`src/hdl/ogu_pkg.sv`:
```
// Shared constants, codes and types of the occupancy grid update block.
`timescale 1ns / 1ps
`default_nettype none
package ogu_pkg;

   localparam int GRID_SIDE   = 256;
   localparam int TABLE_DEPTH = 32768;
   localparam int CELL_COUNT  = GRID_SIDE * GRID_SIDE;
   localparam int CELL_AW     = $clog2(CELL_COUNT);
   localparam int TABLE_AW    = $clog2(TABLE_DEPTH);

   localparam int LEVEL_W = 15;
   localparam int COORD_W = 8;
   localparam int KIND_W  = 3;

   // stored cell word: written flag on top of the level
   localparam int CELL_W  = LEVEL_W + 1;
   localparam int TABLE_W = 2 * LEVEL_W;

   localparam int REQ_DATA_W = 80;
   localparam int RSP_DATA_W = 16;
   localparam int RSP_USER_W = 2;

   localparam logic [LEVEL_W-1:0] LEVEL_COUNT_RESET = 15'd10000;

   typedef enum logic [KIND_W-1:0] {
      KIND_HIT        = 3'd0,
      KIND_MISS       = 3'd1,
      KIND_QUERY      = 3'd2,
      KIND_CLEAR_MARK = 3'd3,
      KIND_LOAD_TABLE = 3'd4,
      KIND_WRITE_CELL = 3'd5
   } kind_type;

   typedef enum logic [2:0] {
      SW_IDLE  = 3'b001,
      SW_CELLS = 3'b010,
      SW_MARKS = 3'b100
   } sweep_state_type;

   typedef struct packed {
      logic               busy;
      logic               cells;
      logic [CELL_AW-1:0] addr;
   } sweep_stat_type;

   typedef struct packed {
      logic               written;
      logic [LEVEL_W-1:0] level;
      logic               mark;
   } cell_view_type;

endpackage
`default_nettype wire

```
`src/hdl/ogu_sweep.sv`:
```
// Address sweeper that clears the cell store after reset and the marks on request.
`timescale 1ns / 1ps
`default_nettype none
module ogu_sweep
   import ogu_pkg::*;
(
   input  wire logic     clock,
   input  wire logic     reset,
   input  wire logic     start,
   output sweep_stat_type stat
);

   sweep_state_type    state_ff, state_in;
   logic [CELL_AW-1:0] addr_ff, addr_in;
   logic               last;

   assign last = (addr_ff == CELL_AW'(CELL_COUNT - 1));

   always_comb begin
      state_in = state_ff;
      addr_in  = addr_ff;
      unique case (state_ff)
         SW_IDLE: begin
            addr_in = '0;
            if (start) begin
               state_in = SW_MARKS;
            end
         end
         SW_CELLS, SW_MARKS: begin
            addr_in = addr_ff + 1'b1;
            if (last) begin
               state_in = SW_IDLE;
               addr_in  = '0;
            end
         end
         default: begin
            state_in = SW_IDLE;
            addr_in  = '0;
         end
      endcase
   end

   always_ff @(posedge clock) begin
      if (reset) begin
         state_ff <= SW_CELLS;
         addr_ff  <= '0;
      end else begin
         state_ff <= state_in;
         addr_ff  <= addr_in;
      end
   end

   assign stat.busy  = (state_ff != SW_IDLE);
   assign stat.cells = (state_ff == SW_CELLS);
   assign stat.addr  = addr_ff;

endmodule
`default_nettype wire

```
`config.mk`:
```
export PLATFORM = sky130hd
export DESIGN_NAME = ogu_sweep
export DESIGN_NICKNAME = d
export VERILOG_FILES = /design/src/hdl/ogu_pkg.sv /design/src/hdl/ogu_sweep.sv
export SDC_FILE = /design/constraint.sdc
export NUM_CORES = 1
export LEC_CHECK = 0
export ABC_CLOCK_PERIOD_IN_PS = 2450
export BUFFER_PORTS_ARGS = -buffer_cell sky130_fd_sc_hd__buf_2
export CAP_MARGIN = 25
export CORE_MARGIN = 5
export CORE_UTILIZATION = 50
export DETAILED_ROUTE_END_ITERATION = 12
export PLACE_DENSITY = 0.75
export SETUP_SLACK_MARGIN = 0.4
export SYNTH_ARGS = -nofsm -noshare
export SYNTH_HDL_FRONTEND = slang
export SYNTH_SLANG_ARGS = --single-unit
```
`constraint.sdc`:
```
create_clock -name clock -period 2.45 [get_ports clock]
set_input_delay 0.49 -clock clock [delete_from_list [all_inputs] [get_ports clock]]
set_output_delay 0.49 -clock clock [all_outputs]
set_load 0.05 [all_outputs]
```
==> results of run 1 <==
-- worst max-delay path: cells and delay by family (launching register included) --
family / cells / cell delay, ps
and+or+nand+nor: 3 / 860
DFF: 1 / 370
AOI/OAI and AO/OA: 1 / 220
adders and majority gates: 1 / 250
-- cell usage after synthesis, drive strengths merged --
library cell	number	share of area, %
nand3b	2	1.7
nand3	7	4.1
nor2	19	8.3
nand4	4	5.4
nor3	5	2.9
xor2	3	3.1
a211oi	1	0.87
inv	2	0.87
ha	1	1.5
nor4	3	2.2
or4	1	1.3
xnor2	12	12
a21o	1	1.0
dfxtp	19	44
nand2	5	2.2
a311oi	1	1.7
nor3b	2	2.3
buf	3	2.3
and3	2	1.6
-- routing by layer --
metal	global-route usage (%)	wire, um	vias up
met5	0	0	-
li1	-	-	362
met4	3.93	12	0
met1	14.4	680	314
met3	2.62	72	2
met2	24.4	834	12
-- logic make-up after synthesis --
kind of cell	count (synthesis)	share of synthesized area (%)
simple gates	50	32.1
fa+ha+maj	1	1.46
flops	19	44.3
compound gates	3	3.64
buf+inv	5	3.21
xor+xnor	15	15.3
-- registers in the layout, indices dropped and copies added (netlist names) --
register	cells
addr_ff	16
state_ff	3
-- stage by stage --
stage / total power [uW] / setup slack (ps) / cells / hold WS [ps] / area (sq um)
floorplan: 449 / 438 / 93 / 449 / 866
global placement: 470 / 598 / 127 / 425 / 967
detailed placement: 471 / 531 / 127 / 437 / 967
CTS: 624 / 509 / 131 / 393 / 995
global route: 651 / 577 / 131 / 393 / 997
finish: 618 / 667 / 131 / 401 / 997
-- power groups by stage --
stage	clock, uW	sequential, uW	combinational [uW]
after floorplan	0	379	69.2
after global placement	0	350	120
after detailed placement	0	351	120
after CTS	159	344	121
after global routing	173	348	130
final	154	344	120
-- final cells by class --
class | instances | share of cell area, %
repair buffers | 20 | 10.0
well taps | 17 | 2.13
clock buffers | 3 | 2.26
inverters | 2 | 0.753
clock inverters | 1 | 0.502
multi-input cells | 69 | 45.9
flip-flops and latches | 19 | 38.4
-- worst paths after layout --
path,from,to,slack [ps],cells after the start
worst max-delay path,addr_ff[0],state_ff[0],670,5
worst min-delay path,reset,state_ff[0],400,2
worst max register to register,addr_ff[0],state_ff[0],670,5
worst min register to register,addr_ff[0],addr_ff[0],450,1
==> results by group, run 1 <==
Status
  • Status: completed

Power
  • Pwr dens: 619 nW/um^2
  • Reg power frac: 55.6%
  • Leak: about 0.00039 uW
  • Comb pwr share: 19.5%
  • Clk pwr share: between 20% and 30%
  • Net switching power: slightly below 200 uW
  • Sw Ratio: ~32%
  • Int Pwr: 420 uW
  • Maximum vdd drop: between 0.0005 and 0.0006 V

Placed design
  • Post-detail-place hpwl: 1.23 mm
  • RD Place Congestion: around 0.74
  • IO buf count: 20

Global routing
  • Pin count of the biggest net entering global routing: 16
  • Initial antenna violation count: 0
  • Grt ovf: 0
  • First-pass GRT wire length: about 2.6 mm
  • Vias in the first global route: 640
  • Gr usage total: between 10% and 20%

Route
  • Routed len/inst: between 10 and 15 um
  • 1st-iter DRT viols: 9
  • DRC viols: 0
  • Iteration count of the initial detailed-routing pass: 4
  • DR vias/cell: around 5.3
  • Number of antenna-violating nets in the routed design: 0
  • Vias: between 600 and 700
  • Final wirelength: 1.60 mm

Timing
  • Ratio of final minimum period to clock period: just over 70%
  • Clk_skew: between 7 and 8 ps
  • Final min period: ~1800 ps
  • Setup violations, final: 0
  • Final Max Slew Viols: 0
  • Worst Tran Pin Value: roughly 330 ps
  • RSZ-0062 raised after global routing: no
  • Setup TNS: 0 ps
  • Max transition margin: roughly 78%
  • Fin. Hold Viols: 0
  • Fmax: approximately 560 MHz

Critical path
  • Worst path max stage delay: 560 ps
  • CP Max Fanout: 5
  • CP Capture Type: flop
  • Data required, critical path: about 2700 ps
  • Worst-path cell chain: ha_1 -> nand4_1 -> or4_4 -> nor3b_2 -> a311oi_2
  • Critical Path AT: slightly below 2000 ps
  • Worst setup SP type: flop
  • Kind of critical path: reg2reg
  • Slowest cell on crit path: or4_4

CTS
  • Clock Tree Root: clkbuf_4
  • CTS hold repair buffers: 0
  • Clk pin slew, worst setup/hold paths: roughly 100 ps
  • CTS max path bufs: 2
  • Clock sinks: 19
  • Cts bufs inserted: 3
  • CTS tree: built
  • PostCTS Resize Cnt: 0
  • Post-CTS Setup Inserts: 0
  • H-tree Lvls: 1
  • Clk Latency, worst-skew pair: around 290 ps

Yosys
  • Sequential fraction of the synthesis area: 44.3%
  • Number of cells produced by synthesis: 93
  • YS warnings: 0
  • Synth Cell Area: approximately 860 sq um
  • Yosys reg bits: 19
  • Yosys cell types: 24
  • Synthesized net count: 97
  • Avg Cell Area, Syn: ~9.2 sq um

Cells and area
  • Final Util: around three fifths
  • Commonest non-fill, non-tap cell in the layout: buf_2
  • Layout cell share with drive strength beyond 1: roughly 30%
  • Nets: 119
  • Most frequent cells in the layout: buf_2 (20), nor2_1 (19), dfxtp_1 (17)
  • Area of the multi-input gates: roughly 460 sq um
  • Diode count: 0
  • FILL cells: 155
  • Reg area: about 380 sq um
  • Area growth, synth to finish: 16.2%

Floorplanning
  • Die Span X: just over 50 um
  • Starting Density: 51.4%
  • Die area: ~2600 sq um
  • Die height: between 50 and 60 um
  • IO Count: 21
  • FP Rows: 15
  • Core footprint: ~1700 sq um

Min path
  • Hold Path Class: in2reg

Job
  • Max-cap viol count: 0
Note: power is estimated with default switching activity, not from simulation.
==> run 2, diff against run 1 <==
--- a/config.mk
+++ b/config.mk
@@ -5,13 +5,14 @@
 export SDC_FILE = /design/constraint.sdc
 export NUM_CORES = 1
 export LEC_CHECK = 0
-export ABC_CLOCK_PERIOD_IN_PS = 2450
+export ABC_CLOCK_PERIOD_IN_PS = 1440
 export BUFFER_PORTS_ARGS = -buffer_cell sky130_fd_sc_hd__buf_2
 export CAP_MARGIN = 25
+export CORE_ASPECT_RATIO = 0.75
 export CORE_MARGIN = 5
-export CORE_UTILIZATION = 50
+export CORE_UTILIZATION = 45
 export DETAILED_ROUTE_END_ITERATION = 12
-export PLACE_DENSITY = 0.75
+export PLACE_DENSITY = 0.72
 export SETUP_SLACK_MARGIN = 0.4
 export SYNTH_ARGS = -nofsm -noshare
 export SYNTH_HDL_FRONTEND = slang
==> constraint.sdc (replaced) <==
create_clock -name clock -period 1.44 [get_ports clock]
set_input_delay 0.288 -clock clock [delete_from_list [all_inputs] [get_ports clock]]
set_output_delay 0.288 -clock clock [all_outputs]
set_load 0.05 [all_outputs]
==> run 2 against run 1 <==
Effect of this change:
- the run now ends with setup timing left
- clock power grew 84%
- first-iteration DRC count grew to 7.0 times the previous value
- sequential share of layout area shrank 11 points
- total power grew 100%
- sequential cell count is the same
- routed wire length grew 110%
- cell count grew 30%
- cell area grew 63%
- core utilization grew 32 points
- non-clock buffer count grew 33
- hold slack lost 220 ps
==> results by group, run 2 (synthesis results as in run 1) <==
Status
  • Status: complete, but fails checks
  • Failing checks: setup timing

Route
  • Final wirelength: 3.42 mm (+110%)
  • Iteration count of the initial detailed-routing pass: 6 (+2)
  • Number of antenna-violating nets in the routed design: 0 (unchanged)
  • Routed len/inst: 20.1 um (+65%)
  • DR vias/cell: 5.74 (+9.0%)
  • DRC viols: 0 (unchanged)
  • 1st-iter DRT viols: 63 (+54)
  • Vias: 976 (+41%)

Power
  • Leak: 0.000645 uW (+64%)
  • Maximum vdd drop: 0.000804 V (+35%)
  • Pwr dens: 773 nW/um^2 (+25%)

Cells and area
  • Area growth, synth to finish: 89.7%
  • Max reg flops: 16 (unchanged)
  • Most frequent cells in the layout: buf_4 (19), nor2_1 (18), dfxtp_4 (16), buf_6 (16), buf_8 (16)
  • Commonest non-fill, non-tap cell in the layout: buf_4
  • Nets: 153 (+29%)
  • Design area: 1630 sq um (+63%)
  • Largest regs: addr_ff x16, state_ff x3
  • Diode count: 0 (unchanged)
  • Largest Register: addr_ff
  • Layout cell share with drive strength beyond 1: 62.2% (+31 points)

Timing
  • Final min period: 1550 ps (-234 ps)
  • Post-route setup slack: -109 ps (-776 ps)
  • Max transition margin: 59.3% (-18 points)
  • Ratio of final minimum period to clock period: 108% (+35 points)
  • Clk_skew: 6.93 ps (-0.342 ps)
  • Fin. Hold Viols: 0 (unchanged)
  • Worst Tran Pin Value: 607 ps (+276 ps)
  • Final Max Slew Viols: 0 (unchanged)
  • RSZ-0062 raised after global routing: yes
  • Fmax: 646 MHz (+15%)
  • Hold WS: 181 ps (-221 ps)
  • Setup violations, final: 19 (+19)

Critical path
  • CP Capture Type: flop
  • Worst R2R Setup Slack: -110 ps (-780 ps)
  • Worst setup SP type: flop
  • Worst Reg-to-Reg Cells: 6 (+1)
  • Critical R2R Capture: addr_ff[7]
  • Kind of critical path: reg2reg
  • CP Max Fanout: 8 (+3)
  • Critical Path AT: 1760 ps (-230 ps)
  • FF-to-FF Start: addr_ff[1]
  • Data required, critical path: 1650 ps (-1010 ps)

CTS
  • Clock Tree Root: clkbuf_4
  • H-tree Lvls: 1 (unchanged)
  • Clock sinks: 19 (unchanged)
  • CTS tree: built
  • Cts bufs inserted: 3 (unchanged)
  • CTS hold repair buffers: 0 (unchanged)
  • CTS max path bufs: 2 (unchanged)
  • Clk Latency, worst-skew pair: 320 ps (+30 ps)
  • Clk pin slew, worst setup/hold paths: 110 ps (about the same)

Min path
  • Hold Crit Endpoint: state_ff[0]
  • Hold_sp: start
  • Worst hold path cell count: 2 (unchanged)
  • Hold Path Class: in2reg

Floorplanning
  • Die area: 2890 sq um (+9.3%)
  • Die Span X: 60.4 um (+17%)
  • FP Rows: 13 (-2)
  • Starting Density: 48.4% (-3.0 points)
  • Core footprint: 1770 sq um (+6.1%)
  • IO Count: 21 (unchanged)
  • Die height: 47.8 um (-7.0%)

Placed design
  • RD Place Congestion: 0.806 (+8.4%)
  • DP Area: 1180 sq um (+22%)
  • Post-detail-place hpwl: 1.50 mm (+22%)
  • IO buf count: 20 (unchanged)
  • Place WS: -71.6 ps (-603 ps)

Global routing
  • Vias in the first global route: 828 (+29%)
  • First-pass GRT wire length: 4.02 mm (+52%)
  • Initial antenna violation count: 0 (unchanged)
  • Pin count of the biggest net entering global routing: 16 (unchanged)
  • Gr usage total: 19.8% (+6.8 points)
  • Grt ovf: 0 (unchanged)

Job
  • Max-cap viol count: 0 (unchanged)
[run 2: cell count changes in the layout (fill, tap and decap cells not counted), moves of 3 or more]
cell     before  now
dfxtp_1      17    0
nor4_2        0    3
buf_6         0   16
buf_4         0   19
buf_8         0   16
nor4_1        3    0
buf_2        20    2
dfxtp_4       0   16
[run 2: worst max path at each step]
stage                      from          end  slack (ps)
finish               addr_ff[1]   addr_ff[7]        -110
global route         addr_ff[0]  addr_ff[11]        -190
CTS                 addr_ff[11]  state_ff[0]         -50
detailed placement   addr_ff[1]   addr_ff[5]         -70
global placement     addr_ff[1]   addr_ff[3]         -60
floorplan            addr_ff[0]   addr_ff[7]        -160
[run 2: layer usage]
layer	GRT usage, %	share of wire, %
met1	22.9	40
met2	36.2	47
met5	0	0
met3	6.20	8.6
met4	5.19	4.6
[run 2: cell type report]
cell class                 count  area, sq um
inverter                       2         7.51
clock inverter                 1         5.00
tap                           22         27.5
timing repair buffer          53          573
clock buffer                   3         22.5
sequential                    19          444
fill                          63          145
multi-input combinational     70          548
[run 2: stage by stage]
stage	TNS [ps]	utilization [%]	instances	total power [uW]
2_1_floorplan	-1810	-	93	770
3_3_place_gp	-734	66.7	149	834
3_5_place_dp	-986	66.7	149	834
4_1_cts	-52.8	85.5	161	1180
5_1_grt	-2870	91.8	170	1310
6_report	-1740	91.8	170	1260
[run 2: timing repair]
action | in CTS | in global routing
resized for setup | 70 | 9
setup endpoints to repair | 37 | 37
cloned | 0 | 1
buffers inserted | 8 | 8
pin swaps | 3 | 3
[run 2: critical path, stage by stage (launching register included)]
cell,delay [ps]
dfxtp_4,370
ha_4,130
nand4_1,120
or4_4,460
buf_4,190
nand2_8,100
nor2_1,70
[run 2: power by group]
| part | internal (uW) | switching (uW) | leakage [uW] |
|---|---|---|---|
| Sequential | 538 | 28.9 | 0.000167 |
| Combinational | 190 | 218 | 0.000460 |
| Clock | 104 | 179 | 0.0000177 |
==> run 3, diff against run 2 <==
--- a/config.mk
+++ b/config.mk
@@ -13,7 +13,7 @@
 export CORE_UTILIZATION = 45
 export DETAILED_ROUTE_END_ITERATION = 12
 export PLACE_DENSITY = 0.72
-export SETUP_SLACK_MARGIN = 0.4
+export SETUP_SLACK_MARGIN = 0.15
 export SYNTH_ARGS = -nofsm -noshare
 export SYNTH_HDL_FRONTEND = slang
 export SYNTH_SLANG_ARGS = --single-unit
==> run 3 against run 2 <==
Effect of this change:
- the flow still finishes with violations (setup timing)
- cell area is 18% lower
- clock skew is 0.72 ps lower
- clock-buffer cell count is 1 higher
- via count is 17% lower
- register-to-register slack better by 50 ps
- global-route usage is 3.9 points lower
- total power is 7.4% lower
- hold slack better by 17 ps
- cell count is 10% lower
- sequential power is 2% higher
- setup slack better by 48 ps
- largest cell class is now multi-input gates
- critical path type unchanged
==> results by group, run 3 (synthesis results as in run 1) <==
Route
  • DRC viols: 0 (unchanged)
  • Routed len/inst: 14.1 um (-30%)
  • DR vias/cell: 5.32 (-7.3%)
  • Number of antenna-violating nets in the routed design: 0 (unchanged)
  • Vias: 814 (-17%)
  • Final wirelength: 2.16 mm (-37%)
  • 1st-iter DRT viols: 21 (-67%)
  • Iteration count of the initial detailed-routing pass: 4 (-2)

CTS
  • Clk pin slew, worst setup/hold paths: 110 ps (about the same)
  • CTS tree: built
  • Post-CTS Setup Inserts: 0 (-8)
  • Clk Latency, worst-skew pair: 290 ps (-30 ps)
  • CTS max path bufs: 2 (unchanged)
  • Clock sinks: 19 (unchanged)
  • Clock Tree Root: clkbuf_4
  • H-tree Lvls: 1 (unchanged)
  • Cts bufs inserted: 3 (unchanged)

Global routing
  • Gr usage total: 15.9% (-3.9 points)
  • First-pass GRT wire length: 3.35 mm (-16%)
  • Pin count of the biggest net entering global routing: 16 (unchanged)
  • Initial antenna violation count: 0 (unchanged)
  • Grt ovf: 0 (unchanged)
  • Vias in the first global route: 734 (-11%)

Timing
  • Post-route setup slack: -60.6 ps (+48.1 ps)
  • Final Max Slew Viols: 0 (unchanged)
  • Max transition margin: 73.0% (+14 points)
  • Ratio of final minimum period to clock period: 104% (-3.3 points)
  • Fin. Hold Viols: 0 (unchanged)
  • Clk_skew: 6.21 ps (-0.721 ps)
  • Final min period: 1500 ps (-48.1 ps)
  • Hold WS: 198 ps (+17.5 ps)
  • RSZ-0062 raised after global routing: yes
  • Setup violations, final: 16 (-3)
  • Worst Tran Pin Value: 401 ps (-206 ps)
  • Fmax: 666 MHz (+3.2%)

Cells and area
  • Diode count: 0 (unchanged)
  • Most frequent cells in the layout: nor2_1 (18), buf_4 (18), dfxtp_4 (14)
  • Largest Register: addr_ff
  • Area growth, synth to finish: 56.3%
  • Max reg flops: 16 (unchanged)
  • Nets: 136 (-11%)
  • FILL cells: 138 (+120%)
  • Largest regs: addr_ff x16, state_ff x3
  • Layout cell share with drive strength beyond 1: 55.0% (-7.2 points)

Power
  • Int Pwr: 791 uW (-5.0%)
  • Leak: 0.000530 uW (-18%)
  • Sw Ratio: 32.1% (-1.8 points)
  • Pwr dens: 869 nW/um^2 (+12%)
  • Reg power frac: 49.4% (+4.4 points)
  • Comb pwr share: 27.7% (-4.7 points)
  • Net switching power: 374 uW (-12%)
  • Maximum vdd drop: 0.000885 V (+10%)
  • Clk pwr share: 22.9% (+0.4 points)

Status
  • Failing checks: setup timing
  • Status: complete, but fails checks

Critical path
  • Kind of critical path: reg2reg
  • CP bufs+invs: 0 (-1)
  • Worst path max stage delay: 590 ps (+130 ps)
  • Worst R2R Setup Slack: -60 ps (+50 ps)
  • Data required, critical path: 1650 ps (about the same)
  • Slowest cell on crit path: or4_4
  • CP Capture Type: flop
  • Worst-path cell chain: nand4_4 -> or4_4 -> nor3b_4 -> a311oi_2
  • Worst setup SP type: flop
  • CP Max Fanout: 5 (-3)
  • CP delay by family, top: simple AND/OR/NAND/NOR gates
  • Critical Path AT: 1710 ps (-50 ps)

Min path
  • Hold Path Class: in2reg

Floorplanning
  • Die area: 2890 sq um (unchanged)
  • Die height: 47.8 um (unchanged)
  • IO Count: 21 (unchanged)
  • Core footprint: 1770 sq um (unchanged)
  • Starting Density: 48.4% (unchanged)
  • FP Rows: 13 (unchanged)
  • Die Span X: 60.4 um (unchanged)

Placed design
  • RD Place Congestion: 0.823 (+2.1%)
  • Post-detail-place hpwl: 1.54 mm (+2.7%)
  • IO buf count: 20 (unchanged)
  • Place WS: -45.5 ps (+26.2 ps)

Job
  • Max-cap viol count: 0 (unchanged)
[run 3: path summary, 6_finish.rpt]
kind,startpoint,endpoint,cells after the start
worst max-delay path,addr_ff[11],state_ff[0],4
worst min-delay path,reset,state_ff[2],2
worst max register to register,addr_ff[11],state_ff[0],4
worst min register to register,state_ff[1],state_ff[2],1
[run 3: power groups by stage]
stage / Combinational, uW / Sequential [uW] / Clock, uW
after CTS: 307 / 575 / 274
final: 323 / 576 / 267
after global routing: 343 / 581 / 300
after floorplan: 129 / 640 / 0
after global placement: 275 / 581 / 0
after detailed placement: 274 / 582 / 0
[run 3: cell type report]
class | count | area (sq um) | share of cell area, %
Tap cell | 22 | 27.5 | 2.05
Timing Repair Buffer | 37 | 334 | 24.9
Clock buffer | 4 | 26.3 | 1.96
Inverter | 2 | 7.51 | 0.560
Multi-Input combinational cell | 69 | 507 | 37.8
Sequential cell | 19 | 439 | 32.7
[run 3: per-stage QoR]
stage	area, sq um	TNS (ps)	utilization [%]	power, uW	instances
floorplan	943	-1800	-	769	93
global placement	1190	-14.0	67.2	855	149
detailed placement	1190	-107	67.2	856	149
CTS	1280	-327	72.1	1160	153
global route	1340	-1450	75.7	1220	153
finish	1340	-407	75.7	1170	153
[run 3: what timing repair did]
action	4_1_cts	5_1_grt
pin swaps	1	2
gates resized for setup	23	17
setup endpoints to repair	34	31
endpoints found under the hold margin	0	0
hold buffers	0	0
[run 3: worst register-to-register path, stage by stage (launching register included)]
cell      delay, ps
dfxtp_4         370
nand4_4         110
or4_4           590
nor3b_4         180
a311oi_2        170
[run 3: per-layer routing]
metal,GRT usage [%],wire [um],vias up,part of all wire [%]
li1,-,-,400,-
met1,19.5,935,384,43
met2,27.8,1070,26,50
met3,4.85,125,4,5.8
met4,3.90,25,0,1.2
met5,0,0,-,0
